[src/rtl/sust_pkg.sv]
// Shared types and constants for the sorted unique set table.
`timescale 1ns / 1ps

package sust_pkg;

  localparam int CAPACITY = 32;
  localparam int VALUE_W  = 32;
  localparam int INDEX_W  = 5;
  localparam int COUNT_W  = 6;

  typedef enum logic [1:0] {
    OP_INSERT = 2'd0,
    OP_REMOVE = 2'd1,
    OP_CLEAR  = 2'd2,
    OP_READ   = 2'd3
  } op_t;

  typedef enum logic [2:0] {
    ST_INSERTED  = 3'd0,
    ST_DUPLICATE = 3'd1,
    ST_FULL      = 3'd2,
    ST_RANGE     = 3'd3,
    ST_DONE      = 3'd4
  } status_t;

  typedef struct packed {
    op_t                        opcode;
    logic signed [VALUE_W-1:0]  value;
    logic        [INDEX_W-1:0]  index;
  } req_t;

  typedef struct packed {
    status_t                    status;
    logic signed [VALUE_W-1:0]  data;
    logic        [COUNT_W-1:0]  count;
  } rsp_t;

  // RAM read address source
  typedef enum logic [1:0] {
    RD_PTR    = 2'd0,
    RD_PTR_M1 = 2'd1,
    RD_PTR_P1 = 2'd2,
    RD_IDX    = 2'd3
  } rd_sel_t;

  // RAM write address and data source
  typedef enum logic {
    WR_PTR_RD  = 1'b0,
    WR_POS_VAL = 1'b1
  } wr_sel_t;

  typedef struct packed {
    logic    load;
    logic    ptr_inc;
    logic    ptr_dec;
    logic    ptr_idx;
    logic    set_pos;
    logic    rd_en;
    rd_sel_t rd_sel;
    logic    wr_en;
    wr_sel_t wr_sel;
    logic    cnt_inc;
    logic    cnt_dec;
    logic    cnt_clr;
    logic    finish;
    status_t status;
    logic    take_data;
  } cmd_t;

  typedef struct packed {
    op_t  op;
    logic idx_ok;
    logic full;
    logic ptr_at_count;
    logic ptr_p1_at_count;
    logic ptr_at_pos;
    logic ge;
    logic eq;
  } stat_t;

endpackage

[src/rtl/sust_ram.sv]
// Generic single-write, single-read RAM with registered read data.
`timescale 1ns / 1ps

module sust_ram #(
  parameter int WIDTH = 32,
  parameter int DEPTH = 32
) (
  input  logic                     clk,
  input  logic                     wr_en,
  input  logic [$clog2(DEPTH)-1:0] wr_addr,
  input  logic [WIDTH-1:0]         wr_data,
  input  logic                     rd_en,
  input  logic [$clog2(DEPTH)-1:0] rd_addr,
  output logic [WIDTH-1:0]         rd_data
);

  logic [WIDTH-1:0] mem [DEPTH];

  always_ff @(posedge clk) begin
    if (wr_en) begin
      mem[wr_addr] <= wr_data;
    end
    if (rd_en) begin
      rd_data <= mem[rd_addr];
    end
  end

endmodule

[src/rtl/sust_datapath.sv]
// Datapath: entry count, pointers, captured item, entry RAM and result register.
`timescale 1ns / 1ps

module sust_datapath #(
  parameter int CAPACITY = sust_pkg::CAPACITY
) (
  input  logic            clk,
  input  logic            rst,
  input  sust_pkg::req_t  request,
  input  sust_pkg::cmd_t  cmd,
  output sust_pkg::stat_t stat,
  output sust_pkg::rsp_t  response,
  output logic            response_valid
);

  localparam int AW = (CAPACITY > 1) ? $clog2(CAPACITY) : 1;
  localparam int CW = $clog2(CAPACITY + 1);
  localparam int XW = (CW > sust_pkg::INDEX_W) ? CW : sust_pkg::INDEX_W;

  logic [CW-1:0]                      count;
  logic [CW-1:0]                      count_next;
  logic [CW-1:0]                      ptr;
  logic [CW-1:0]                      pos;
  sust_pkg::op_t                      op_r;
  logic signed [sust_pkg::VALUE_W-1:0] val_r;
  logic [sust_pkg::INDEX_W-1:0]       idx_r;

  logic [CW-1:0]                 ptr_m1;
  logic [CW-1:0]                 ptr_p1;
  logic                          rd_en;
  logic [AW-1:0]                 rd_addr;
  logic [sust_pkg::VALUE_W-1:0]  rd_data;
  logic                          wr_en;
  logic [AW-1:0]                 wr_addr;
  logic [sust_pkg::VALUE_W-1:0]  wr_data;

  assign ptr_m1 = ptr - CW'(1);
  assign ptr_p1 = ptr + CW'(1);

  always_comb begin
    unique case (cmd.rd_sel)
      sust_pkg::RD_PTR:    rd_addr = ptr[AW-1:0];
      sust_pkg::RD_PTR_M1: rd_addr = ptr_m1[AW-1:0];
      sust_pkg::RD_PTR_P1: rd_addr = ptr_p1[AW-1:0];
      sust_pkg::RD_IDX:    rd_addr = AW'(idx_r);
      default:             rd_addr = ptr[AW-1:0];
    endcase
  end

  always_comb begin
    unique case (cmd.wr_sel)
      sust_pkg::WR_PTR_RD: begin
        wr_addr = ptr[AW-1:0];
        wr_data = rd_data;
      end
      sust_pkg::WR_POS_VAL: begin
        wr_addr = pos[AW-1:0];
        wr_data = val_r;
      end
      default: begin
        wr_addr = ptr[AW-1:0];
        wr_data = rd_data;
      end
    endcase
  end

  assign rd_en = cmd.rd_en;
  assign wr_en = cmd.wr_en;

  sust_ram #(
    .WIDTH (sust_pkg::VALUE_W),
    .DEPTH (CAPACITY)
  ) u_ram (
    .clk     (clk),
    .wr_en   (wr_en),
    .wr_addr (wr_addr),
    .wr_data (wr_data),
    .rd_en   (rd_en),
    .rd_addr (rd_addr),
    .rd_data (rd_data)
  );

  always_comb begin
    priority if (cmd.cnt_clr) begin
      count_next = '0;
    end else if (cmd.cnt_inc) begin
      count_next = count + CW'(1);
    end else if (cmd.cnt_dec) begin
      count_next = count - CW'(1);
    end else begin
      count_next = count;
    end
  end

  always_ff @(posedge clk) begin
    if (rst) begin
      count          <= '0;
      response_valid <= 1'b0;
    end else begin
      count          <= count_next;
      response_valid <= cmd.finish;
    end
  end

  always_ff @(posedge clk) begin
    if (cmd.load) begin
      op_r  <= request.opcode;
      val_r <= request.value;
      idx_r <= request.index;
      ptr   <= '0;
    end else if (cmd.set_pos) begin
      pos <= ptr;
      ptr <= count;
    end else if (cmd.ptr_idx) begin
      ptr <= CW'(idx_r);
    end else if (cmd.ptr_inc) begin
      ptr <= ptr_p1;
    end else if (cmd.ptr_dec) begin
      ptr <= ptr_m1;
    end
    if (cmd.finish) begin
      response.status <= cmd.status;
      response.data   <= cmd.take_data ? $signed(rd_data) : '0;
      response.count  <= sust_pkg::COUNT_W'(count_next);
    end
  end

  assign stat.op              = op_r;
  assign stat.idx_ok          = XW'(idx_r) < XW'(count);
  assign stat.full            = count == CW'(CAPACITY);
  assign stat.ptr_at_count    = ptr == count;
  assign stat.ptr_p1_at_count = ptr_p1 == count;
  assign stat.ptr_at_pos      = ptr == pos;
  assign stat.ge              = $signed(rd_data) >= val_r;
  assign stat.eq              = $signed(rd_data) == val_r;

endmodule

[src/rtl/sust_ctrl.sv]
// Controller: sequences search, shift, remove, read and clear over the datapath.
`timescale 1ns / 1ps

module sust_ctrl (
  input  logic            clk,
  input  logic            rst,
  input  logic            start,
  input  sust_pkg::stat_t stat,
  output sust_pkg::cmd_t  cmd,
  output logic            busy
);

  typedef enum logic [3:0] {
    IDLE,
    DECODE,
    INS_SRCH,
    INS_CHK,
    SHF_RD,
    SHF_WR,
    DEL_RD,
    DEL_WR,
    RD_WAIT
  } state_t;

  state_t state;
  state_t state_next;

  always_ff @(posedge clk) begin
    if (rst) begin
      state <= IDLE;
    end else begin
      state <= state_next;
    end
  end

  assign busy = state != IDLE;

  always_comb begin
    cmd        = '0;
    cmd.rd_sel = sust_pkg::RD_PTR;
    cmd.wr_sel = sust_pkg::WR_PTR_RD;
    cmd.status = sust_pkg::ST_DONE;
    state_next = state;
    unique case (state)
      IDLE: begin
        if (start) begin
          cmd.load   = 1'b1;
          state_next = DECODE;
        end
      end
      DECODE: begin
        unique case (stat.op)
          sust_pkg::OP_INSERT: state_next = INS_SRCH;
          sust_pkg::OP_REMOVE: begin
            if (stat.idx_ok) begin
              cmd.ptr_idx = 1'b1;
              state_next  = DEL_RD;
            end else begin
              cmd.finish = 1'b1;
              cmd.status = sust_pkg::ST_RANGE;
              state_next = IDLE;
            end
          end
          sust_pkg::OP_CLEAR: begin
            cmd.cnt_clr = 1'b1;
            cmd.finish  = 1'b1;
            state_next  = IDLE;
          end
          sust_pkg::OP_READ: begin
            if (stat.idx_ok) begin
              cmd.rd_en  = 1'b1;
              cmd.rd_sel = sust_pkg::RD_IDX;
              state_next = RD_WAIT;
            end else begin
              cmd.finish = 1'b1;
              cmd.status = sust_pkg::ST_RANGE;
              state_next = IDLE;
            end
          end
          default: state_next = IDLE;
        endcase
      end
      INS_SRCH: begin
        // no entry at or above the value: append at the end unless full
        if (stat.ptr_at_count) begin
          if (stat.full) begin
            cmd.finish = 1'b1;
            cmd.status = sust_pkg::ST_FULL;
            state_next = IDLE;
          end else begin
            cmd.set_pos = 1'b1;
            state_next  = SHF_RD;
          end
        end else begin
          cmd.rd_en  = 1'b1;
          state_next = INS_CHK;
        end
      end
      INS_CHK: begin
        priority if (!stat.ge) begin
          cmd.ptr_inc = 1'b1;
          state_next  = INS_SRCH;
        end else if (stat.eq) begin
          cmd.finish = 1'b1;
          cmd.status = sust_pkg::ST_DUPLICATE;
          state_next = IDLE;
        end else if (stat.full) begin
          cmd.finish = 1'b1;
          cmd.status = sust_pkg::ST_FULL;
          state_next = IDLE;
        end else begin
          cmd.set_pos = 1'b1;
          state_next  = SHF_RD;
        end
      end
      SHF_RD: begin
        // gap reached the insert position: drop the value in
        if (stat.ptr_at_pos) begin
          cmd.wr_en   = 1'b1;
          cmd.wr_sel  = sust_pkg::WR_POS_VAL;
          cmd.cnt_inc = 1'b1;
          cmd.finish  = 1'b1;
          cmd.status  = sust_pkg::ST_INSERTED;
          state_next  = IDLE;
        end else begin
          cmd.rd_en  = 1'b1;
          cmd.rd_sel = sust_pkg::RD_PTR_M1;
          state_next = SHF_WR;
        end
      end
      SHF_WR: begin
        cmd.wr_en   = 1'b1;
        cmd.ptr_dec = 1'b1;
        state_next  = SHF_RD;
      end
      DEL_RD: begin
        if (stat.ptr_p1_at_count) begin
          cmd.cnt_dec = 1'b1;
          cmd.finish  = 1'b1;
          state_next  = IDLE;
        end else begin
          cmd.rd_en  = 1'b1;
          cmd.rd_sel = sust_pkg::RD_PTR_P1;
          state_next = DEL_WR;
        end
      end
      DEL_WR: begin
        cmd.wr_en   = 1'b1;
        cmd.ptr_inc = 1'b1;
        state_next  = DEL_RD;
      end
      RD_WAIT: begin
        cmd.take_data = 1'b1;
        cmd.finish    = 1'b1;
        state_next    = IDLE;
      end
      default: state_next = IDLE;
    endcase
  end

endmodule

[src/rtl/sorted_unique_set_table.sv]
// Top level of the sorted unique set table.
`timescale 1ns / 1ps

// Holds up to CAPACITY distinct signed 32-bit values in ascending order in a
// single-port-write, registered-read RAM. Issue an item by raising start
// while busy is low; the item is taken at that clock edge. Exactly one result
// comes back per item on response, marked by response_valid for a single
// cycle; it cannot be held off, so capture it when the strobe is high. busy
// drops in the cycle the result is shown, so the next item may be issued
// then. Each entry searched is read from the RAM and then compared, and each
// entry moved is read and then written. Insert runs a linear search up to the
// insert point, then a shift of the entries above it; remove shifts the
// entries above the index down. Out-of-range removes and reads return without
// touching the RAM.
module sorted_unique_set_table #(
  parameter int CAPACITY = sust_pkg::CAPACITY
) (
  input  logic           clk,
  input  logic           rst,
  input  logic           start,
  input  sust_pkg::req_t request,
  output logic           busy,
  output sust_pkg::rsp_t response,
  output logic           response_valid
);

  sust_pkg::cmd_t  cmd;
  sust_pkg::stat_t stat;

  sust_ctrl u_ctrl (
    .clk   (clk),
    .rst   (rst),
    .start (start),
    .stat  (stat),
    .cmd   (cmd),
    .busy  (busy)
  );

  sust_datapath #(
    .CAPACITY (CAPACITY)
  ) u_datapath (
    .clk            (clk),
    .rst            (rst),
    .request        (request),
    .cmd            (cmd),
    .stat           (stat),
    .response       (response),
    .response_valid (response_valid)
  );

endmodule
[config.mk]
export PLATFORM = sky130hd
export DESIGN_NAME = sorted_unique_set_table
export DESIGN_NICKNAME = d
export VERILOG_FILES = /design/src/rtl/sust_pkg.sv /design/src/rtl/sust_ram.sv /design/src/rtl/sust_datapath.sv /design/src/rtl/sust_ctrl.sv /design/src/rtl/sorted_unique_set_table.sv
export SDC_FILE = /design/constraint.sdc
export NUM_CORES = 2
export LEC_CHECK = 0
export ABC_AREA = 1
export ABC_CLOCK_PERIOD_IN_PS = 5570
export BUFFER_PORTS_ARGS = -buffer_cell sky130_fd_sc_hd__buf_2
export CAP_MARGIN = 15
export CORE_MARGIN = 5
export CORE_UTILIZATION = 45
export CTS_BUF_LIST = sky130_fd_sc_hd__clkbuf_16
export CTS_CLUSTER_SIZE = 25
export DETAILED_ROUTE_END_ITERATION = 16
export PLACE_DENSITY = 0.6
export SKIP_CTS_REPAIR_TIMING = 1
export SKIP_LAST_GASP = 1
export SLEW_MARGIN = 20
export SYNTH_ARGS = -nofsm -noshare
export SYNTH_HDL_FRONTEND = slang
export SYNTH_SLANG_ARGS = --single-unit
[constraint.sdc]
create_clock -name clk -period 5.57 [get_ports clk]
set_clock_uncertainty 0.15 [all_clocks]
set_input_delay 1.114 -clock clk [delete_from_list [all_inputs] [get_ports clk]]
set_output_delay 1.114 -clock clk [all_outputs]
set_load 0.005 [all_outputs]
==> impl_metrics.json <==
{
  "post-place-ws_ns": 0.984,
  "place_congestion": 0.923,
  "critical_path_class": "reg -> reg",
  "tritoncts": "yes",
  "fin_hold_ws_ns": 0.425,
  "vias_per_cell": 5.45,
  "antenna_found_initial": 0,
  "cts_root_buf": "clkbuf_16",
  "initial_utilization": 0.451,
  "ys_top_cells_by_count": "nand2_1, edfxtp_1, nand3_1",
  "clock_sinks": 1159,
  "grt_pass1_vias": 32000,
  "timing_hold_violations_final": 0,
  "synth-async-reset-ratio": 0,
  "fin_crit_sh": 0.850,
  "grt_max_degree": 189,
  "synth_area_per_cell_sq_um": 10.6,
  "yosysUniqueCellTypes": 41,
  "final.setup.tns_ns": 0,
  "hold_class": "reg -> reg",
  "p_leak_uw": 0.0221,
  "finalSetupViolations": 0,
  "fp-row-count": 122,
  "cts.htree.levels": 3,
  "hpwl_mm": 79.4,
  "wl_per_cell_um": 23.5,
  "clockBufferDepth": 3,
  "yosysSeqAreaShare": 0.697,
  "final.min_clock_period_ns": 4.74,
  "grt_overflow": 0,
  "power_uw": 28900,
  "fill_cells": 9735,
  "vias": 34200,
  "maxSlewViolCount": 0,
  "cp.required_ns": 5.99,
  "drive_gt1_frac": 0.0889,
  "power.density_nw_per_um2": 516,
  "crit_top_cell": "nand2_1",
  "cts_buffers": 118,
  "max_cap_violations": 0,
  "grt_usage": 0.247,
  "cp-end-kind": "flop",
  "die_w_um": 342,
  "yosys_most_used_dff": "edfxtp_1",
  "wl_mm": 148,
  "synthCells": 4674,
  "io_pins": 85,
  "worstPathCellList": "inv_2, ha_1, inv_1, nand2_1, nand2_1, nor2_1, nand2_1, nor2_1, nand3_2, nand2_4, nand2_4, inv_2, o21ai_4, buf_4, nand2_1, nand3_1, nand3_1, nand2_1, nand2_1, nand2_1",
  "slew_headroom": 0.206,
  "final_area_sq_um": 56000,
  "syn_area_sq_um": 49700,
  "crit_fanout": 25,
  "drc": 0,
  "cp-start-kind": "flop",
  "synth_top_cell_by_area": "edfxtp_1",
  "grt_pass1_wl_mm": 215,
  "synth_edf_count": 1142,
  "diodes": 0,
  "yosys_warnings": 0,
  "yosysTopAreaCellShare": 0.690,
  "rsz0062_at_grt": "false",
  "layout_setup_ws_ns": 0.834,
  "fmax_ghz": 0.211,
  "tightest_slew_ns": 1.19,
  "ir_drop_mv": 0.425,
  "ys_seq_elements": 1159,
  "layout.nets": 4793,
  "syn_to_final_growth_pct": 12.6,
  "drtIter0Drc": 4034,
  "synthesis.nets": 4756,
  "synth.most_common_cell": "nand2_1",
  "cp_slowest_stage_delay_ns": 0.93,
  "dpl_cell_area_sq_um": 52300,
  "firstDrtPassIters": 5,
  "multi_input_area_sq_um": 13800,
  "status": "finished clean",
  "drtAntennaViolNets": 0,
  "port-buffer-count": 84,
  "dieHeight_um": 342,
  "coreArea_sq_um": 110000,
  "cpMaxStageDelayCell": "o21ai_4",
  "die_area_sq_um": 117000,
  "synthTopCellsByArea": "edfxtp_1, nand2_1, nand3_1",
  "clk_pin_slew_ns": 0.06,
  "seqCellArea_sq_um": 34600,
  "worst-endpoint-arrival_ns": 5.15,
  "clock_latency_ns": 0.71
}
-- placed cells by master, fill, tap and decap left out, types with 3 or more instances in the layout --
cell type / instances
xnor2_1: 3
bufinv_16: 7
nand3_2: 3
o21ai_0: 17
inv_6: 3
ha_1: 40
clkinv_1: 29
nor2_4: 36
nor2_1: 84
nand2_1: 2155
nand3_1: 649
inv_1: 161
buf_4: 57
nand4_1: 5
dfxtp_1: 17
a21oi_1: 28
inv_2: 12
nand2_2: 4
buf_12: 35
clkbuf_16: 121
edfxtp_1: 1142
buf_2: 84
nand2_4: 4
nor3_1: 17
clkinv_2: 15
o21ai_4: 23
o21ai_2: 11
xor2_1: 10
-- sequential cells by signal, indices dropped and copies added, names as in the netlist --
register	flops
u_ctrl.state	4
u_datapath.count	6
u_datapath.idx_r	5
u_datapath.op_r	2
u_datapath.pos	6
u_datapath.ptr	6
u_datapath.response	41
u_datapath.response_valid	1
u_datapath.u_ram.mem	1024
u_datapath.u_ram.rd_data	32
u_datapath.val_r	32
-- critical path, delay by kind of cell, from the launching register on --
family / cells / cell delay (ns)
buf+inv: 4 / 0.95
fa+ha+maj: 1 / 0.40
compound gates: 1 / 0.93
simple gates: 14 / 1.40
flops: 1 / 0.72
-- logic make-up (layout without fill, tap and decap cells) --
family | Yosys count | after routing | synth area share
AOI/OAI and AO/OA | 94 | 94 | 0.0104
xor gates and xnor gates | 13 | 13 | 0.00229
adders and majority gates | 40 | 40 | 0.0101
DFF | 1159 | 1159 | 0.697
and+or+nand+nor | 2968 | 2968 | 0.243
buffers and inverters | 400 | 527 | 0.0378
-- worst paths after layout --
check	from	end	slack, ns	cells past startpoint
hold reg to reg	u_datapath.ptr[5]	u_datapath.pos[5]	0.42	0
setup / recovery	u_datapath.ptr[0]	u_datapath.u_ram.rd_data[17]	0.83	20
hold / removal	u_datapath.ptr[5]	u_datapath.pos[5]	0.42	0
setup reg to reg	u_datapath.ptr[0]	u_datapath.u_ram.rd_data[17]	0.83	20
-- cell type report --
| cell class | instances | area share |
|---|---|---|
| flip-flops and latches | 1159 | 0.619 |
| multi-input cells | 3115 | 0.247 |
| clock buffers | 121 | 0.0541 |
| well taps | 1488 | 0.0333 |
| repair buffers | 176 | 0.0277 |
| clock inverters | 89 | 0.0102 |
| inverters | 141 | 0.00952 |
-- per-stage QoR --
stage / util / std cells
final: 0.508 / 6289
after global routing: 0.508 / 6289
after global placement: 0.474 / 6079
after floorplan: - / 4674
after CTS: 0.508 / 6289
after detailed placement: 0.475 / 6079
-- power breakdown --
group          switching, uW  internal, uW
registers                314         10700
logic                   7610          2800
clock network           3260          4210
total                  11200         17700
-- routing by layer --
metal,GRT usage,vias to the layer above,share of wire
met5,0,-,0
li1,-,15900,-
met2,0.375,1584,0.44
met3,0.0464,286,0.091
met4,0.0977,0,0.043
met1,0.355,16500,0.42
(Power assumes the default switching activity.)
